$ cat src/rtl/brb_pkg.sv
// Shared types and constants for the byte ring buffer with mark and rewind.
`timescale 1ns / 1ps
`default_nettype none
package brb_pkg;

    localparam int BRB_DEPTH     = 256;
    localparam int BRB_MAX_BURST = 8;

    // Field widths fixed by the stream format
    localparam int OP_W      = 3;
    localparam int DATA_W    = 64;
    localparam int COUNT_W   = 16;
    localparam int STATUS_W  = 2;
    localparam int LEVEL_W   = 8;
    localparam int BIDX_W    = 3;   // byte lane within the 64-bit burst word
    localparam int S_TDATA_W = 80;
    localparam int M_TDATA_W = 88;

    typedef enum logic [OP_W-1:0] {
        OP_PUT     = 3'd0,
        OP_GET     = 3'd1,
        OP_DISCARD = 3'd2,
        OP_PEEK    = 3'd3,
        OP_MARK    = 3'd4,
        OP_REWIND  = 3'd5,
        OP_RESET   = 3'd6
    } brb_op_t;

    typedef enum logic [STATUS_W-1:0] {
        STAT_DONE  = 2'd0,
        STAT_SHORT = 2'd1,
        STAT_RANGE = 2'd2
    } brb_status_t;

    typedef enum logic [3:0] {
        S_CLEAR,
        S_IDLE,
        S_EVAL,
        S_PUT,
        S_GET,
        S_GET_TAIL,
        S_DISC,
        S_PEEK,
        S_FINISH
    } brb_state_t;

endpackage
`default_nettype wire

$ cat src/rtl/brb_alu.sv
// Shared modular pointer adder/subtractor (result modulo DEPTH).
`timescale 1ns / 1ps
`default_nettype none
module brb_alu #(
    parameter int DEPTH = 256,
    parameter int AW    = $clog2(DEPTH)
) (
    input  wire logic          sub,
    input  wire logic [AW-1:0] a,
    input  wire logic [AW-1:0] b,
    output logic      [AW-1:0] y
);

    localparam logic [AW:0] DEPTH_X = (AW+1)'(DEPTH);

    logic [AW:0] sum;
    logic [AW:0] fixed;

    always_comb begin
        if (sub) begin
            sum   = {1'b0, a} - {1'b0, b};
            fixed = sum + DEPTH_X;
            y     = sum[AW] ? fixed[AW-1:0] : sum[AW-1:0];
        end else begin
            sum   = {1'b0, a} + {1'b0, b};
            fixed = sum - DEPTH_X;
            y     = (sum >= DEPTH_X) ? fixed[AW-1:0] : sum[AW-1:0];
        end
    end

endmodule
`default_nettype wire

$ cat src/rtl/brb_mem.sv
// Byte store: one write port, one read port with registered read data.
`timescale 1ns / 1ps
`default_nettype none
module brb_mem #(
    parameter int DEPTH = 256,
    parameter int AW    = $clog2(DEPTH)
) (
    input  wire logic          clk,
    input  wire logic          wr_en,
    input  wire logic [AW-1:0] wr_addr,
    input  wire logic [7:0]    wr_data,
    input  wire logic          rd_en,
    input  wire logic [AW-1:0] rd_addr,
    output logic      [7:0]    rd_data
);

    logic [7:0] mem [DEPTH];

    always_ff @(posedge clk) begin
        if (wr_en) begin
            mem[wr_addr] <= wr_data;
        end
    end

    always_ff @(posedge clk) begin
        if (rd_en) begin
            rd_data <= mem[rd_addr];
        end
    end

endmodule
`default_nettype wire

$ cat src/rtl/byte_ring_buffer_mark_rewind.sv
// Top level: byte ring buffer with mark/rewind, sequencer and pointer logic.
`timescale 1ns / 1ps
`default_nettype none
// Circular byte FIFO of DEPTH bytes (at most DEPTH-1 held) taking one operation per
// transaction: put/get of 1 to 8 bytes, discard, peek, mark, rewind and pointer reset.
// Every item yields one result carrying data, status, backlog and free space.
// Bytes move one per cycle through the byte store, with its separate write and read
// ports, and a single modular pointer adder serves occupancy, increments and discards.
// Each item is accepted in idle, evaluated, moved byte by byte for put and get, and
// finished in a state that waits while the result register is held; then idle again.
// After reset the store is zeroed in a clearing pass over all DEPTH addresses, with s_tready low.
module byte_ring_buffer_mark_rewind
    import brb_pkg::*;
#(
    parameter int DEPTH = BRB_DEPTH
) (
    input  wire logic                 aclk,
    input  wire logic                 aresetn,
    input  wire logic                 s_tvalid,
    output logic                      s_tready,
    // write_bytes [63:0], byte_count [79:64]
    input  wire logic [S_TDATA_W-1:0] s_tdata,
    // operation [2:0]
    input  wire logic [OP_W-1:0]      s_tuser,
    output logic                      m_tvalid,
    input  wire logic                 m_tready,
    // read_bytes [63:0], status [65:64], backlog [73:66], free_space [81:74], zero [87:82]
    output logic [M_TDATA_W-1:0]      m_tdata
);

    localparam int PTR_W = $clog2(DEPTH);
    localparam logic [PTR_W-1:0] LAST_PTR = PTR_W'(DEPTH - 1);
    localparam logic [PTR_W-1:0] ONE_PTR  = PTR_W'(1);

    brb_state_t             state_reg, state_next;
    brb_op_t                op_reg, op_next;
    logic [DATA_W-1:0]      wdata_reg, wdata_next;
    logic [COUNT_W-1:0]     cnt_reg, cnt_next;
    logic [PTR_W-1:0]       wp_reg, wp_next;
    logic [PTR_W-1:0]       rp_reg, rp_next;
    logic [PTR_W-1:0]       mark_reg, mark_next;
    logic [PTR_W-1:0]       clr_reg, clr_next;
    logic [BIDX_W-1:0]      idx_reg, idx_next;
    logic [BIDX_W-1:0]      pidx_reg, pidx_next;
    logic                   pend_reg, pend_next;
    logic [DATA_W-1:0]      rd_reg, rd_next;
    brb_status_t            status_reg, status_next;
    logic                   m_valid_reg, m_valid_next;
    logic [M_TDATA_W-1:0]   m_data_reg, m_data_next;

    // shared pointer unit
    logic             alu_sub;
    logic [PTR_W-1:0] alu_a, alu_b, alu_y;

    // byte store ports
    logic             mem_wr_en, mem_rd_en;
    logic [PTR_W-1:0] mem_wr_addr, mem_rd_addr;
    logic [7:0]       mem_wr_data, mem_rd_data;

    logic [PTR_W+COUNT_W-1:0] held_x, room_x, cnt_x;
    logic [PTR_W-1:0]         room;
    logic [PTR_W+7:0]         held_w, room_w;
    logic                     cnt_bad, last_byte, out_free;

    brb_alu #(
        .DEPTH (DEPTH),
        .AW    (PTR_W)
    ) u_alu (
        .sub (alu_sub),
        .a   (alu_a),
        .b   (alu_b),
        .y   (alu_y)
    );

    brb_mem #(
        .DEPTH (DEPTH),
        .AW    (PTR_W)
    ) u_mem (
        .clk     (aclk),
        .wr_en   (mem_wr_en),
        .wr_addr (mem_wr_addr),
        .wr_data (mem_wr_data),
        .rd_en   (mem_rd_en),
        .rd_addr (mem_rd_addr),
        .rd_data (mem_rd_data)
    );

    // alu_y is the backlog whenever the unit is in subtract mode
    assign room    = LAST_PTR - alu_y;
    assign held_x  = {{COUNT_W{1'b0}}, alu_y};
    assign room_x  = {{COUNT_W{1'b0}}, room};
    assign cnt_x   = {{PTR_W{1'b0}}, cnt_reg};
    assign held_w  = {8'd0, alu_y};
    assign room_w  = {8'd0, room};
    assign cnt_bad = (cnt_reg == '0) || (cnt_reg > COUNT_W'(BRB_MAX_BURST));
    assign last_byte = (({1'b0, idx_reg} + 4'd1) == cnt_reg[BIDX_W:0]);
    assign out_free  = !m_valid_reg || m_tready;

    assign s_tready = (state_reg == S_IDLE);
    assign m_tvalid = m_valid_reg;
    assign m_tdata  = m_data_reg;

    always_ff @(posedge aclk) begin
        if (!aresetn) begin
            state_reg   <= S_CLEAR;
            wp_reg      <= '0;
            rp_reg      <= '0;
            mark_reg    <= '0;
            clr_reg     <= '0;
            idx_reg     <= '0;
            pend_reg    <= 1'b0;
            m_valid_reg <= 1'b0;
        end else begin
            state_reg   <= state_next;
            wp_reg      <= wp_next;
            rp_reg      <= rp_next;
            mark_reg    <= mark_next;
            clr_reg     <= clr_next;
            idx_reg     <= idx_next;
            pend_reg    <= pend_next;
            m_valid_reg <= m_valid_next;
        end
    end

    always_ff @(posedge aclk) begin
        op_reg     <= op_next;
        wdata_reg  <= wdata_next;
        cnt_reg    <= cnt_next;
        pidx_reg   <= pidx_next;
        rd_reg     <= rd_next;
        status_reg <= status_next;
        m_data_reg <= m_data_next;
    end

    always_comb begin
        state_next   = state_reg;
        op_next      = op_reg;
        wdata_next   = wdata_reg;
        cnt_next     = cnt_reg;
        wp_next      = wp_reg;
        rp_next      = rp_reg;
        mark_next    = mark_reg;
        clr_next     = clr_reg;
        idx_next     = idx_reg;
        pidx_next    = pidx_reg;
        pend_next    = pend_reg;
        rd_next      = rd_reg;
        status_next  = status_reg;
        m_valid_next = m_valid_reg && !m_tready;
        m_data_next  = m_data_reg;

        alu_sub = 1'b1;
        alu_a   = wp_reg;
        alu_b   = rp_reg;

        mem_wr_en   = 1'b0;
        mem_wr_addr = wp_reg;
        mem_wr_data = wdata_reg[{idx_reg, 3'b000} +: 8];
        mem_rd_en   = 1'b0;
        mem_rd_addr = rp_reg;

        case (state_reg)
            S_CLEAR: begin
                mem_wr_en   = 1'b1;
                mem_wr_addr = clr_reg;
                mem_wr_data = 8'd0;
                clr_next    = clr_reg + ONE_PTR;
                if (clr_reg == LAST_PTR) begin
                    state_next = S_IDLE;
                end
            end
            S_IDLE: begin
                if (s_tvalid) begin
                    op_next     = brb_op_t'(s_tuser);
                    wdata_next  = s_tdata[DATA_W-1:0];
                    cnt_next    = s_tdata[DATA_W +: COUNT_W];
                    rd_next     = '0;
                    status_next = STAT_DONE;
                    idx_next    = '0;
                    pend_next   = 1'b0;
                    state_next  = S_EVAL;
                end
            end
            S_EVAL: begin
                state_next = S_FINISH;
                case (op_reg)
                    OP_PUT: begin
                        if (cnt_bad) begin
                            status_next = STAT_RANGE;
                        end else if (room_x < cnt_x) begin
                            status_next = STAT_SHORT;
                        end else begin
                            state_next = S_PUT;
                        end
                    end
                    OP_GET: begin
                        if (cnt_bad) begin
                            status_next = STAT_RANGE;
                        end else if (held_x < cnt_x) begin
                            status_next = STAT_SHORT;
                        end else begin
                            state_next = S_GET;
                        end
                    end
                    OP_DISCARD: begin
                        if (held_x < cnt_x) begin
                            status_next = STAT_SHORT;
                        end else begin
                            state_next = S_DISC;
                        end
                    end
                    OP_PEEK: begin
                        if (alu_y == '0) begin
                            status_next = STAT_SHORT;
                        end else begin
                            mem_rd_en  = 1'b1;
                            state_next = S_PEEK;
                        end
                    end
                    OP_MARK: begin
                        mark_next = rp_reg;
                    end
                    OP_REWIND: begin
                        rp_next = mark_reg;
                    end
                    OP_RESET: begin
                        rp_next = '0;
                        wp_next = '0;
                    end
                    default: begin
                        status_next = STAT_RANGE;
                    end
                endcase
            end
            S_PUT: begin
                alu_sub   = 1'b0;
                alu_a     = wp_reg;
                alu_b     = ONE_PTR;
                mem_wr_en = 1'b1;
                wp_next   = alu_y;
                idx_next  = idx_reg + 1'b1;
                if (last_byte) begin
                    state_next = S_FINISH;
                end
            end
            S_GET: begin
                alu_sub   = 1'b0;
                alu_a     = rp_reg;
                alu_b     = ONE_PTR;
                mem_rd_en = 1'b1;
                rp_next   = alu_y;
                if (pend_reg) begin
                    rd_next[{pidx_reg, 3'b000} +: 8] = mem_rd_data;
                end
                pend_next = 1'b1;
                pidx_next = idx_reg;
                idx_next  = idx_reg + 1'b1;
                if (last_byte) begin
                    state_next = S_GET_TAIL;
                end
            end
            S_GET_TAIL: begin
                // last read of the burst lands in the cycle after its address
                rd_next[{pidx_reg, 3'b000} +: 8] = mem_rd_data;
                pend_next  = 1'b0;
                state_next = S_FINISH;
            end
            S_DISC: begin
                alu_sub    = 1'b0;
                alu_a      = rp_reg;
                alu_b      = cnt_reg[PTR_W-1:0];
                rp_next    = alu_y;
                state_next = S_FINISH;
            end
            S_PEEK: begin
                rd_next    = {{(DATA_W-8){1'b0}}, mem_rd_data};
                state_next = S_FINISH;
            end
            S_FINISH: begin
                if (out_free) begin
                    m_valid_next = 1'b1;
                    m_data_next  = {6'd0, room_w[7:0], held_w[7:0], status_reg, rd_reg};
                    state_next   = S_IDLE;
                end
            end
            default: begin
                state_next = S_IDLE;
            end
        endcase
    end

endmodule
`default_nettype wire

$ cat config.mk
export PLATFORM = sky130hd
export DESIGN_NAME = byte_ring_buffer_mark_rewind
export DESIGN_NICKNAME = d
export VERILOG_FILES = /design/src/rtl/brb_pkg.sv /design/src/rtl/brb_alu.sv /design/src/rtl/brb_mem.sv /design/src/rtl/byte_ring_buffer_mark_rewind.sv
export SDC_FILE = /design/constraint.sdc
export NUM_CORES = 2
export LEC_CHECK = 0
export CORE_AREA = 3 3 431 433
export CTS_BUF_LIST = sky130_fd_sc_hd__clkbuf_4
export DETAILED_ROUTE_END_ITERATION = 10
export DIE_AREA = 0 0 434 436
export DONT_BUFFER_PORTS = 1
export HOLD_SLACK_MARGIN = 0.1
export SLEW_MARGIN = 30
export SYNTH_ARGS = -nofsm -noshare
export SYNTH_HDL_FRONTEND = slang
export SYNTH_SLANG_ARGS = --single-unit
$ cat constraint.sdc
create_clock -name aclk -period 15.9 [get_ports aclk]
set_clock_uncertainty 0.2 [all_clocks]
set_input_delay 0.795 -clock aclk [delete_from_list [all_inputs] [get_ports aclk]]
set_output_delay 0.795 -clock aclk [all_outputs]
set_load 0.005 [all_outputs]
==> impl_metrics.json <==
{
  "status": "finished clean",
  "hold_class": "reg -> reg",
  "crit_type": "reg -> reg",
  "port_buffers": 0,
  "fin_tns_setup_ns": 0,
  "worstPathMaxFanout": 16,
  "syn_area_sq_mm": 0.09100,
  "largest_register_ffs": 2048,
  "swShare_pct": 27.33,
  "clock-sinks": 2331,
  "rows": 157,
  "finalMaxSlewViolations": 0,
  "post_cts_buffers": 0,
  "cts_tree": "yes",
  "antenna_found_initial": 5,
  "synth.top_cell.area_share_pct": 75.56,
  "path_cells": "nand2b_1, a211oi_4, o22a_4, inv_1, ha_1, nand2_1, o21ai_0, fa_1, a21o_1, a21oi_1, o21bai_1, a21oi_1, xor2_1, inv_1, ha_1, a2111oi_0, nor3_1, o21ai_0, nor3b_1, o31ai_2, a31oi_1, dlygate4sd3_1",
  "arrival_ns": 7.61,
  "postCtsHoldBufs": 178,
  "crit_path_top_delay_cell": "dfxtp_1",
  "max-clock-path-buffers": 4,
  "layout-drive-gt1-share_pct": 33.91,
  "synthCells": 4180,
  "final_nets": 4936,
  "grt_usage_pct": 23.56,
  "intPower_uw": 10850,
  "overflow": 0,
  "die_y_um": 436,
  "design.core.area_sq_mm": 0.1825,
  "cts_root_buf": "clkbuf_4",
  "ys_seq_elements": 2331,
  "yosys_warnings": 0,
  "max_stage_delay_ns": 0.64,
  "p_leak_uw": 0.03214,
  "hold_ws_ns": 0.2447,
  "grt_max_degree": 225,
  "ios": 177,
  "irDropWorstVdd_v": 0.0001176,
  "synthDistinctLibCells": 58,
  "routed_wl_um": 220300,
  "post_cts_resized": 0,
  "synth_flop_cell": "edfxtp_1",
  "p_seq_share_pct": 51.2,
  "pwr_density_cell_mw_per_mm2": 144.8,
  "postRouteAntennaNets": 0,
  "firstDrtPassIters": 7,
  "drv_cap": 0,
  "gp_congestion": 0.8216,
  "drtIter0Drc": 4480,
  "switchingPower_uw": 4079,
  "die-area_sq_mm": 0.1892,
  "fmax_mhz": 153.1,
  "grt_pass1_wl_um": 321900,
  "initial_core_util_pct": 49.87,
  "synth_top_area_cell": "edfxtp_1",
  "num_vias": 45338,
  "setup_viol": 0,
  "synth_area_leaders": "edfxtp_1 (76%), mux4_2 (17%), nor2_1 (1.4%)",
  "top_register": "u_mem.mem",
  "rsz0062_at_grt": "false",
  "cp.required_ns": 16.98,
  "areaGrowthSynthToFinish_pct": 13.25,
  "synth-seq-area-share_pct": 76.47,
  "finalCritPeriodShare_pct": 41.09,
  "comb_power_share_pct": 16.2,
  "synth_edf_count": 2290,
  "worstMarginPinSlew_ns": 1.081,
  "dieWidth_um": 434,
  "hold_viol": 0,
  "cts_buffers": 609,
  "synth.avg_cell_area_sq_um": 21.77,
  "drcViolationCount": 0,
  "p_clk_share_pct": 32.6,
  "path_clk_slew_ns": 0.07,
  "nFillCells": 13725,
  "cts_htree_levels": 6,
  "period_minus_slack_ns": 6.534,
  "async_reset_ff_share_pct": 0,
  "grt_pass1_vias": 46897,
  "post_drt_wl_per_cell_um": 29.04,
  "slew-limit-headroom_pct": 27.96,
  "clk_latency_ns": 1.37,
  "crit_path_start_kind": "register",
  "worstSetupEndpointType": "register",
  "viasPerCell": 5.976,
  "hpwl_um": 123600
}
-- layout by cell type (no fill, tap or decap), types with 11 or more instances in the layout --
| cell | count |
|---|---|
| clkbuf_4 | 869 |
| diode_2 | 15 |
| o21ai_0 | 19 |
| inv_1 | 35 |
| nand3_1 | 62 |
| dfxtp_1 | 34 |
| nor2_2 | 46 |
| ha_1 | 29 |
| clkinv_1 | 82 |
| xor2_1 | 16 |
| nand2_1 | 120 |
| a22oi_1 | 26 |
| buf_4 | 65 |
| edfxtp_1 | 2290 |
| inv_2 | 17 |
| nand2b_1 | 16 |
| mux4_2 | 688 |
| nor2_1 | 280 |
| mux2i_1 | 26 |
| buf_6 | 11 |
| dlygate4sd3_1 | 178 |
| a22o_1 | 12 |
| a21oi_1 | 78 |
-- worst max-delay path: cells and delay by family, from the launching register on --
family,cells,cell delay (ns)
and+or+nand+nor,4,0.77
AOI/OAI and AO/OA,11,2.81
DFF,1,0.64
xor gates and xnor gates,1,0.32
buffers and inverters,3,0.69
adders and majority gates,3,1.05
-- path summary, 6_finish.rpt --
kind,depth (start not counted),end,slack [ns],startpoint
worst max-delay path,22,state_reg[0],9.37,state_reg[1]
worst min-delay path,0,m_tdata[33],0.24,rd_reg[33]
worst max register to register,22,state_reg[0],9.37,state_reg[1]
worst min register to register,0,m_tdata[33],0.24,rd_reg[33]
-- cell families after synthesis --
logic type	Yosys count	synth area share, %
compound gates	196	1.398
xor+xnor	27	0.2915
fa+ha+maj	30	0.4207
buf+inv	284	1.292
flops	2331	76.47
mux	720	17.39
other cells	1	0.004121
simple gates	591	2.740
-- routing by layer --
layer | wire, um | global-route usage [%] | up-vias
met5 | 0 | 0 | -
met4 | 5906 | 7.981 | 0
met3 | 15150 | 5.003 | 363
met2 | 108700 | 37.01 | 1861
met1 | 90570 | 33.21 | 24000
li1 | - | - | 19114
-- final cells by class --
cell class | instances | area, sq um | area share [%]
clock buffer | 869 | 6524 | 6.330
sequential | 2331 | 69610 | 67.54
tap | 2385 | 2984 | 2.895
timing repair buffer | 271 | 2794 | 2.711
antenna | 15 | 37.54 | 0.03642
multi-input combinational | 1570 | 20470 | 19.86
clock inverter | 110 | 508.0 | 0.4929
inverter | 36 | 135.1 | 0.1311
-- power groups by stage --
| stage | combinational, uW | clock, uW | sequential, uW |
|---|---|---|---|
| after CTS | 2410 | 4990 | 7650 |
| after detailed placement | 2370 | 0 | 7780 |
| final | 2420 | 4860 | 7650 |
| after global routing | 2590 | 5330 | 7650 |
| after floorplan | 1380 | 0 | 7940 |
| after global placement | 2300 | 0 | 7790 |
-- cells in the mapped netlist (5+ instances only) --
| master | instances |
|---|---|
| xor2_1 | 16 |
| dfxtp_1 | 41 |
| xnor2_1 | 9 |
| o22ai_1 | 6 |
| nand4_1 | 7 |
| nor4_1 | 6 |
| nor2b_1 | 5 |
| a31oi_1 | 10 |
| inv_1 | 36 |
| ha_1 | 29 |
| nand2b_1 | 17 |
| mux4_2 | 688 |
| nor3b_1 | 5 |
| a22o_1 | 12 |
| buf_2 | 43 |
| a21oi_1 | 79 |
| nor3_1 | 8 |
| o31ai_1 | 7 |
| a22oi_1 | 26 |
| or3_1 | 6 |
| and3_1 | 5 |
| nand3b_1 | 7 |
| nand3_1 | 62 |
| buf_4 | 11 |
| buf_1 | 49 |
| mux2i_1 | 26 |
| mux2_2 | 6 |
| and2_1 | 5 |
| nand2_1 | 121 |
| o21bai_1 | 5 |
| o21ai_0 | 22 |
| nor2_1 | 334 |
| clkbuf_1 | 143 |
| edfxtp_1 | 2290 |
-- through the flow --
stage,std cells,power (uW),setup WS [ns],instance area [sq um],util [%]
finish,7587,14930,9.366,103100,56.47
global route,7583,15580,8.692,103100,56.47
detailed placement,6409,10150,9.857,93990,51.50
CTS,7566,15050,9.485,102800,56.33
global placement,6405,10080,9.673,93780,51.39
floorplan,4185,9318,6.638,91020,-
Power figures use the tool's default switching activity.
